### src/hdl/voalloc_pkg.sv
`default_nettype none

package voalloc_pkg;

	localparam int NUM_VOICES_DEF = 16;

	localparam int KIND_W  = 3;
	localparam int NOTE_W  = 7;
	localparam int CHAN_W  = 4;
	localparam int VEL_W   = 16;
	localparam int FIN_W   = 4;
	localparam int SLOT_W  = 4;
	localparam int MASK_W  = 16;
	localparam int ORDER_W = 32;

	// event codes; all notes off is controller 123 upstream
	typedef enum logic [KIND_W-1:0] {
		KIND_NOTE_ON  = 3'd0,
		KIND_NOTE_OFF = 3'd1,
		KIND_ALL_OFF  = 3'd2,
		KIND_FINISHED = 3'd3,
		KIND_CLEAR    = 3'd4
	} kind_t;

	typedef struct packed {
		logic [KIND_W-1:0] kind;
		logic [NOTE_W-1:0] note_number;
		logic [CHAN_W-1:0] midi_channel;
		logic [VEL_W-1:0]  velocity_in;
		logic [FIN_W-1:0]  finished_voice;
	} in_word_t;

	typedef struct packed {
		logic              slot_valid;
		logic [SLOT_W-1:0] assigned_slot;
		logic              was_stolen;
		logic [MASK_W-1:0] release_mask;
		logic [VEL_W-1:0]  velocity_out;
	} out_word_t;

	typedef struct packed {
		logic [NOTE_W-1:0]  note;
		logic [CHAN_W-1:0]  chan;
		logic [ORDER_W-1:0] order;
	} voice_entry_t;

	typedef enum logic [1:0] {
		ST_IDLE,
		ST_SCAN,
		ST_TAIL,
		ST_FINISH
	} state_t;

	typedef struct packed {
		logic start;
		logic scan;
		logic commit;
	} ctl_cmd_t;

	typedef struct packed {
		logic scan_last;
		logic out_busy;
	} dp_status_t;

endpackage

`default_nettype wire

### src/hdl/voalloc_in_if.sv
`default_nettype none

interface voalloc_in_if;
	logic                  valid;
	logic                  ready;
	voalloc_pkg::in_word_t data;

	modport source (output valid, output data, input ready);
	modport sink (input valid, input data, output ready);
endinterface

`default_nettype wire

### src/hdl/voalloc_out_if.sv
`default_nettype none

interface voalloc_out_if;
	logic                   valid;
	logic                   ready;
	voalloc_pkg::out_word_t data;

	modport source (output valid, output data, input ready);
	modport sink (input valid, input data, output ready);
endinterface

`default_nettype wire

### src/hdl/voalloc_ctrl.sv
`default_nettype none

module voalloc_ctrl (
	input  wire                     clk,
	input  wire                     arst_n,
	input  wire                     in_valid,
	output logic                    in_ready,
	input  voalloc_pkg::dp_status_t status,
	output voalloc_pkg::ctl_cmd_t   cmd
);

	voalloc_pkg::state_t state_q;
	voalloc_pkg::state_t state_next;

	always_ff @(posedge clk or negedge arst_n) begin
		if (!arst_n) begin
			state_q <= voalloc_pkg::ST_IDLE;
		end else begin
			state_q <= state_next;
		end
	end

	always_comb begin
		state_next = state_q;
		cmd        = '0;
		in_ready   = 1'b0;
		case (state_q)
			voalloc_pkg::ST_IDLE: begin
				in_ready = 1'b1;
				if (in_valid) begin
					cmd.start  = 1'b1;
					state_next = voalloc_pkg::ST_SCAN;
				end
			end
			voalloc_pkg::ST_SCAN: begin
				cmd.scan = 1'b1;
				if (status.scan_last) begin
					state_next = voalloc_pkg::ST_TAIL;
				end
			end
			// last table entry is evaluated here
			voalloc_pkg::ST_TAIL: begin
				state_next = voalloc_pkg::ST_FINISH;
			end
			voalloc_pkg::ST_FINISH: begin
				if (!status.out_busy) begin
					cmd.commit = 1'b1;
					state_next = voalloc_pkg::ST_IDLE;
				end
			end
			default: begin
				state_next = voalloc_pkg::ST_IDLE;
			end
		endcase
	end

endmodule

`default_nettype wire

### src/hdl/voalloc_dp.sv
`default_nettype none

module voalloc_dp #(
	parameter int NUM_VOICES = voalloc_pkg::NUM_VOICES_DEF
) (
	input  wire                     clk,
	input  wire                     arst_n,
	input  voalloc_pkg::ctl_cmd_t   cmd,
	output voalloc_pkg::dp_status_t status,
	input  voalloc_pkg::in_word_t   in_data,
	output logic                    out_valid,
	input  wire                     out_ready,
	output voalloc_pkg::out_word_t  out_data
);

	localparam int VIDX_W = $clog2(NUM_VOICES);
	localparam int PAD_W  = (NUM_VOICES > voalloc_pkg::MASK_W) ? NUM_VOICES
	                                                           : voalloc_pkg::MASK_W;

	voalloc_pkg::in_word_t     op_q;
	logic [NUM_VOICES-1:0]     act_q;
	logic [voalloc_pkg::ORDER_W-1:0] order_q;

	voalloc_pkg::voice_entry_t mem [NUM_VOICES];
	voalloc_pkg::voice_entry_t rd_data_s1;
	logic                      rd_en_s1;
	logic [VIDX_W-1:0]         rd_idx_s1;
	logic [VIDX_W-1:0]         scan_idx_q;

	logic                      free_found_q;
	logic [VIDX_W-1:0]         free_idx_q;
	logic                      best_found_q;
	logic [VIDX_W-1:0]         best_idx_q;
	logic [voalloc_pkg::ORDER_W-1:0] best_order_q;
	logic [voalloc_pkg::MASK_W-1:0]  mask_q;

	voalloc_pkg::out_word_t    out_q;
	logic                      out_valid_q;

	logic                      rd_act;
	logic                      hit_free;
	logic                      hit_old;
	logic                      hit_match;
	logic [VIDX_W-1:0]         slot;
	logic                      fin_ok;
	logic [VIDX_W-1:0]         fin_idx;
	logic [PAD_W-1:0]          act_pad;
	logic                      note_on_commit;
	voalloc_pkg::out_word_t    out_next;
	voalloc_pkg::voice_entry_t wr_entry;

	assign status.scan_last = (scan_idx_q == VIDX_W'(NUM_VOICES - 1));
	assign status.out_busy  = out_valid_q;
	assign out_valid        = out_valid_q;
	assign out_data         = out_q;

	always_ff @(posedge clk) begin
		if (cmd.start) begin
			op_q <= in_data;
		end
	end

	always_ff @(posedge clk or negedge arst_n) begin
		if (!arst_n) begin
			scan_idx_q <= '0;
			rd_en_s1   <= 1'b0;
			rd_idx_s1  <= '0;
		end else begin
			if (cmd.start) begin
				scan_idx_q <= '0;
			end else if (cmd.scan) begin
				scan_idx_q <= scan_idx_q + 1'b1;
			end
			rd_en_s1  <= cmd.scan;
			rd_idx_s1 <= scan_idx_q;
		end
	end

	// voice table: one write port, one registered read port
	always_ff @(posedge clk) begin
		if (note_on_commit) begin
			mem[slot] <= wr_entry;
		end
	end

	always_ff @(posedge clk) begin
		if (cmd.scan) begin
			rd_data_s1 <= mem[scan_idx_q];
		end
	end

	// per-entry evaluation of the walked voice
	always_comb begin
		rd_act    = act_q[rd_idx_s1];
		hit_free  = rd_en_s1 && !rd_act && !free_found_q;
		hit_old   = rd_en_s1 && rd_act
		            && (!best_found_q || (rd_data_s1.order < best_order_q));
		hit_match = rd_en_s1 && rd_act
		            && (rd_data_s1.note == op_q.note_number)
		            && (rd_data_s1.chan == op_q.midi_channel);
	end

	always_ff @(posedge clk or negedge arst_n) begin
		if (!arst_n) begin
			free_found_q <= 1'b0;
			free_idx_q   <= '0;
			best_found_q <= 1'b0;
			best_idx_q   <= '0;
			best_order_q <= '0;
			mask_q       <= '0;
		end else if (cmd.start) begin
			free_found_q <= 1'b0;
			best_found_q <= 1'b0;
			mask_q       <= '0;
		end else begin
			if (hit_free) begin
				free_found_q <= 1'b1;
				free_idx_q   <= rd_idx_s1;
			end
			// strict compare keeps the lowest index on ties
			if (hit_old) begin
				best_found_q <= 1'b1;
				best_idx_q   <= rd_idx_s1;
				best_order_q <= rd_data_s1.order;
			end
			// voices past the mask width shift out
			if (hit_match) begin
				mask_q <= mask_q | (voalloc_pkg::MASK_W'(1) << rd_idx_s1);
			end
		end
	end

	always_comb begin
		slot           = free_found_q ? free_idx_q : best_idx_q;
		fin_ok         = int'(op_q.finished_voice) < NUM_VOICES;
		fin_idx        = VIDX_W'(op_q.finished_voice);
		act_pad        = PAD_W'(act_q);
		note_on_commit = cmd.commit && (op_q.kind == voalloc_pkg::KIND_NOTE_ON);
		wr_entry.note  = op_q.note_number;
		wr_entry.chan  = op_q.midi_channel;
		wr_entry.order = order_q;
		out_next       = '0;
		case (op_q.kind)
			voalloc_pkg::KIND_NOTE_ON: begin
				out_next.slot_valid    = 1'b1;
				out_next.assigned_slot = voalloc_pkg::SLOT_W'(slot);
				out_next.was_stolen    = !free_found_q;
				out_next.velocity_out  = op_q.velocity_in;
			end
			voalloc_pkg::KIND_NOTE_OFF: begin
				out_next.release_mask = mask_q;
			end
			voalloc_pkg::KIND_ALL_OFF: begin
				out_next.release_mask = act_pad[voalloc_pkg::MASK_W-1:0];
			end
			default: begin
				out_next = '0;
			end
		endcase
	end

	always_ff @(posedge clk or negedge arst_n) begin
		if (!arst_n) begin
			act_q   <= '0;
			order_q <= '0;
		end else if (cmd.commit) begin
			case (op_q.kind)
				voalloc_pkg::KIND_NOTE_ON: begin
					act_q[slot] <= 1'b1;
					order_q     <= order_q + 1'b1;
				end
				voalloc_pkg::KIND_FINISHED: begin
					if (fin_ok) begin
						act_q[fin_idx] <= 1'b0;
					end
				end
				voalloc_pkg::KIND_CLEAR: begin
					act_q   <= '0;
					order_q <= '0;
				end
				default: begin
					order_q <= order_q;
				end
			endcase
		end
	end

	always_ff @(posedge clk) begin
		if (cmd.commit) begin
			out_q <= out_next;
		end
	end

	always_ff @(posedge clk or negedge arst_n) begin
		if (!arst_n) begin
			out_valid_q <= 1'b0;
		end else if (cmd.commit) begin
			out_valid_q <= 1'b1;
		end else if (out_ready) begin
			out_valid_q <= 1'b0;
		end
	end

	a_commit_free: assert property (@(posedge clk) disable iff (!arst_n)
		cmd.commit |-> !out_valid_q)
		else $error("result committed over an untaken word");

	a_word_from_commit: assert property (@(posedge clk) disable iff (!arst_n)
		$rose(out_valid_q) |-> $past(cmd.commit))
		else $error("result word appeared without a commit");

	a_order_step: assert property (@(posedge clk) disable iff (!arst_n)
		note_on_commit |=> order_q == $past(order_q) + 1'b1)
		else $error("order counter did not advance on note on");

	a_slot_active: assert property (@(posedge clk) disable iff (!arst_n)
		note_on_commit |=> act_q[$past(slot)])
		else $error("assigned voice not active after note on");

	a_scan_quiet: assert property (@(posedge clk) disable iff (!arst_n)
		cmd.scan |-> !cmd.commit && !cmd.start)
		else $error("table walk overlaps start or commit");

endmodule

`default_nettype wire

### src/hdl/voice_allocator_oldest_steal_core.sv
`default_nettype none

// channel  dir  payload     word
// evt      in   in_word_t   kind, note, channel, velocity, finished voice
// res      out  out_word_t  slot, steal flag, release mask, velocity
//
// events are handled one at a time: the walk reads
// the voice table through its single read port, one voice a cycle
// evt is ready only while idle; the result sits in an output register
// a held result stalls the commit step until res takes it
// reset clears active bits, order counter and control; table needs no clear

module voice_allocator_oldest_steal_core #(
	parameter int NUM_VOICES = voalloc_pkg::NUM_VOICES_DEF
) (
	input  wire          clk,
	input  wire          arst_n,
	voalloc_in_if.sink   evt,
	voalloc_out_if.source res
);

	voalloc_pkg::ctl_cmd_t   cmd;
	voalloc_pkg::dp_status_t status;
	logic                    ready;
	logic                    valid;
	voalloc_pkg::out_word_t  data;

	assign evt.ready = ready;
	assign res.valid = valid;
	assign res.data  = data;

	voalloc_ctrl u_ctrl (
		.clk      (clk),
		.arst_n   (arst_n),
		.in_valid (evt.valid),
		.in_ready (ready),
		.status   (status),
		.cmd      (cmd)
	);

	voalloc_dp #(
		.NUM_VOICES (NUM_VOICES)
	) u_dp (
		.clk       (clk),
		.arst_n    (arst_n),
		.cmd       (cmd),
		.status    (status),
		.in_data   (evt.data),
		.out_valid (valid),
		.out_ready (res.ready),
		.out_data  (data)
	);

endmodule

`default_nettype wire

### src/flat_wrapper.sv
// flat-port wrapper written by rule: the top's interface ports become plain ports
module voice_allocator_oldest_steal_core_flat 
#(
	parameter int NUM_VOICES = voalloc_pkg::NUM_VOICES_DEF
)
  (clk, arst_n, evt_valid, evt_data, evt_ready, res_valid, res_data, res_ready);
  voalloc_in_if evt_i ();
  voalloc_out_if res_i ();
  input  wire clk;
  input  wire arst_n;
  input wire logic [$bits(evt_i.valid)-1:0] evt_valid;
  input wire logic [$bits(evt_i.data)-1:0] evt_data;
  output wire logic [$bits(evt_i.ready)-1:0] evt_ready;
  output wire logic [$bits(res_i.valid)-1:0] res_valid;
  output wire logic [$bits(res_i.data)-1:0] res_data;
  input wire logic [$bits(res_i.ready)-1:0] res_ready;
  assign evt_i.valid = evt_valid;
  assign evt_i.data = evt_data;
  assign evt_ready = evt_i.ready;
  assign res_valid = res_i.valid;
  assign res_data = res_i.data;
  assign res_i.ready = res_ready;
  voice_allocator_oldest_steal_core #(.NUM_VOICES(NUM_VOICES)) u_core (.clk(clk), .arst_n(arst_n), .evt(evt_i), .res(res_i));
endmodule
### config.mk
export PLATFORM = sky130hd
export DESIGN_NAME = voice_allocator_oldest_steal_core_flat
export DESIGN_NICKNAME = d
export VERILOG_FILES = /design/src/hdl/voalloc_pkg.sv /design/src/hdl/voalloc_in_if.sv /design/src/hdl/voalloc_out_if.sv /design/src/hdl/voalloc_ctrl.sv /design/src/hdl/voalloc_dp.sv /design/src/hdl/voice_allocator_oldest_steal_core.sv /design/src/flat_wrapper.sv
export SDC_FILE = /design/constraint.sdc
export NUM_CORES = 1
export LEC_CHECK = 0
export ABC_AREA = 1
export BUFFER_PORTS_ARGS = -buffer_cell sky130_fd_sc_hd__buf_2
export CAP_MARGIN = 25
export CORE_MARGIN = 5
export CORE_UTILIZATION = 40
export CTS_CLUSTER_DIAMETER = 60
export CTS_CLUSTER_SIZE = 14
export DETAILED_ROUTE_END_ITERATION = 8
export HOLD_SLACK_MARGIN = 0.05
export PLACE_DENSITY = 0.65
export SKIP_CTS_REPAIR_TIMING = 1
export SYNTH_ARGS = -nofsm -noshare
export SYNTH_HDL_FRONTEND = slang
export SYNTH_HIERARCHICAL = 1
export SYNTH_SLANG_ARGS = --single-unit
export TNS_END_PERCENT = 5
### constraint.sdc
create_clock -name clk -period 16.9 [get_ports clk]
set_input_delay 0 -clock clk [delete_from_list [all_inputs] [get_ports clk]]
set_output_delay 0 -clock clk [all_outputs]
set_load 0.005 [all_outputs]
==> metrics.cfg <==
[timing]
post-route-period-util_pct = 20.4
setup_tns_ns = 0
fmax_ghz = 0.290
worstMarginPinSlew_ns = 1.07
rsz0062_at_grt = no
worst_clock_skew_ns = 0.0269
timing_hold_violations_final = 0
final-setup-viol-count = 0
drv_slew = 0
slew_headroom_pct = 28.5
period_minus_slack_ns = 3.45

[yosys]
ys_warn_count = 6
syn_area_um2 = 37200
syn_avg_cell_area_um2 = 12.3
synth_flop_cell = edfxtp_1
ys_seq_area_share_pct = 72.8
synth.net_count = 3100
async_flop_share_pct = 12.8
synth_edf_count = 803
synthCells = 3024
synth_cell_types = 41
ys_ff_latch = 921

[routing]
drt_iter0_drc = 2710
wire_per_inst_um = 20.3
routed_wl_um = 88800
first_pass_iters = 5
drc = 0
vias = 23800
via_per_inst = 5.43
ant_nets = 0

[setup_path]
ff2ff_setup_slack_ns = 13.45
critPathArrivalTime_ns = 3.92
cp-start-kind = flip-flop
reg2reg_depth = 6
crit_chain = inv_4, buf_4, o21ai_0, o221ai_1, o211ai_1, nand3_1
timing.rr.end = u_core/u_dp/rd_data_s1[4]
crit_fanout = 93
r2r-start = u_core/u_dp/scan_idx_q[1]
slowest_stage = buf_4
cp_data_required_time_ns = 17.38
path_class = reg2reg
slowest_delay_ns = 0.87
crit_path_end_kind = flip-flop

[cells_and_area]
layout.nets = 3167
fillers = 8244
stdcell_count = 4385
drive_gt1_share_pct = 8.37
num_antenna_cells = 0
area_growth_pct = 12.0
seq_area_um2 = 27100
multi_input_area_um2 = 8870

[clock_network]
clockRootBuffer = clkbuf_16
insertion_delay_ns = 0.63
clockBufferDepth = 3
cts_made_buffers = 78
cts.clk_slew.worst_paths_ns = 0.07
cts.sinks = 921
cts_tree = built
htree_levels = 3

[placement]
place_hpwl_um = 47600
post-place-cells = 4214
io_buffers = 77
place.gp.congestion = 0.867

[die]
start_util_pct = 40.5
ios = 78
fp.dieArea_um2 = 99200
die_h_um = 315
die_w_um = 315
core_um2 = 91900
num_rows = 111

[global_route]
antenna_found_initial = 2
grt_max_degree = 211
grt_pass1_vias = 22600
overflow = 0
grt.total_usage_pct = 17.4
grt_pass1_wl_um = 135000

[pwr]
p_leak_nw = 14.1
power_per_cell_area_nw_per_um2 = 150
max-vdd-ir-drop_mv = 0.135

[min_path]
min_to = u_core/u_dp/op_q[20]
hold_depth = 2
hold_path.startpoint = evt_data[20]
hold_class = in2reg

[job]
max-cap-violations = 0

[status]
status = completed

## logic make-up after synthesis
group           Yosys count  synth area share, %
buf+inv                 358                 3.73
compound gates          702                 10.8
fa+ha+maj                38                 1.28
flops                   921                 72.8
xor+xnor                  9                0.212
simple gates            996                 11.2
## final cells by class
type	count	area share (%)
clock buffers	119	5.20
clock inverters	12	0.354
inverters	191	1.74
multi-input cells	1745	21.3
flip-flops and latches	921	65.0
well taps	1243	3.73
repair buffers	154	2.71
## worst max-delay path: cells and delay by family, from the launching register on
| kind | cells | cell delay [ns] |
|---|---|---|
| flops | 1 | 0.68 |
| buf+inv | 2 | 1.59 |
| compound gates | 3 | 0.67 |
| simple gates | 1 | 0.11 |
## placed cells by master (no fill, tap or decap), drive strengths merged, types with 41 or more instances in the layout
master	synthesis	routed
o22ai	118	118
o21ai	414	414
dfrtp	118	118
o221ai	72	72
inv	188	194
buf	18	116
nor3	41	41
clkbuf	149	119
edfxtp	803	803
nand3	149	149
nor2	455	455
nand2	303	303
a21oi	72	72
## how the worst max path moves through the flow
stage,from,to,slack (ns),cells after the start
floorplan,u_core/u_ctrl/state_q[0],u_core/u_dp/mem[10][0],10.05,7
detailed placement,u_core/u_dp/scan_idx_q[0],u_core/u_dp/rd_data_s1[13],13.57,6
finish,u_core/u_dp/scan_idx_q[1],u_core/u_dp/rd_data_s1[4],13.45,6
CTS,u_core/u_ctrl/state_q[0],u_core/u_dp/mem[5][8],13.55,9
global route,u_core/u_dp/scan_idx_q[0],u_core/u_dp/rd_data_s1[7],13.27,6
global placement,u_core/u_dp/scan_idx_q[0],u_core/u_dp/rd_data_s1[13],13.61,6
## registers in the layout (all words and copies together) (netlist names)
register and count:
u_core/u_dp/mask_q 16, u_core/u_dp/rd_idx_s1 4, u_core/u_dp/fin_idx 4, u_core/u_dp/rd_en_s1 1, u_core/u_dp/out_data 38, u_core/u_dp/order_q 32
u_core/u_dp/out_valid 1, u_core/u_dp/best_idx_q 4, u_core/u_dp/rd_data_s1 43, u_core/u_dp/mem 688, u_core/u_dp/op_q 30, u_core/u_dp/best_found_q 1
u_core/u_dp/best_order_q 32, u_core/u_ctrl/state_q 2, u_core/u_dp/free_idx_q 4, u_core/u_dp/scan_idx_q 4, u_core/u_dp/free_found_q 1, u_core/u_dp/act_pad 16
## cells in the mapped netlist, drive strengths merged (6+ instances only)
cell type	number	area, um2
a21oi	72	372
xnor2	6	52.6
nand3	149	751
o221ai	72	631
clkbuf	149	559
dfrtp	118	2950
nand4	32	200
nor2	455	1730
o21ai	414	2070
o22ai	118	738
or2	8	50.1
ha	38	475
o211ai	15	113
nand2	303	1170
inv	188	706
edfxtp	803	24100
buf	18	113
nor3	41	220
## where the power goes
part           switching (mW)  leakage, nW  total [mW]  internal, mW
combinational            1.14         4.34        1.62         0.482
clock                   0.780         1.11        1.70         0.918
sequential              0.208         8.68        2.92          2.71
total                    2.13         14.1        6.24          4.11
## layer usage
metal | part of all wire, % | routed length (um) | global-route usage (%) | vias to the layer above
met5 | 0 | 0 | 0 | -
met4 | 2.3 | 2070 | 4.42 | 0
met3 | 7.2 | 6360 | 3.10 | 139
met2 | 47 | 41800 | 28.1 | 808
met1 | 44 | 38700 | 24.5 | 11800
li1 | - | - | - | 11100
## stage by stage
| step | util, % | power [mW] | hold WS, ns | cell area (um2) | worst slack (ns) |
|---|---|---|---|---|---|
| 5_1_grt | 45.3 | 6.58 | 0.0708 | 41700 | 13.27 |
| 6_report | 45.3 | 6.24 | 0.0872 | 41700 | 13.45 |
| 2_1_floorplan | - | 4.00 | -0.296 | 37200 | 10.05 |
| 3_5_place_dp | 42.3 | 4.56 | -0.0313 | 38900 | 13.57 |
| 4_1_cts | 44.8 | 6.26 | -0.690 | 41200 | 13.55 |
| 3_3_place_gp | 42.3 | 4.53 | -0.0351 | 38900 | 13.61 |
No activity file was read; power rests on OpenSTA's default activity.
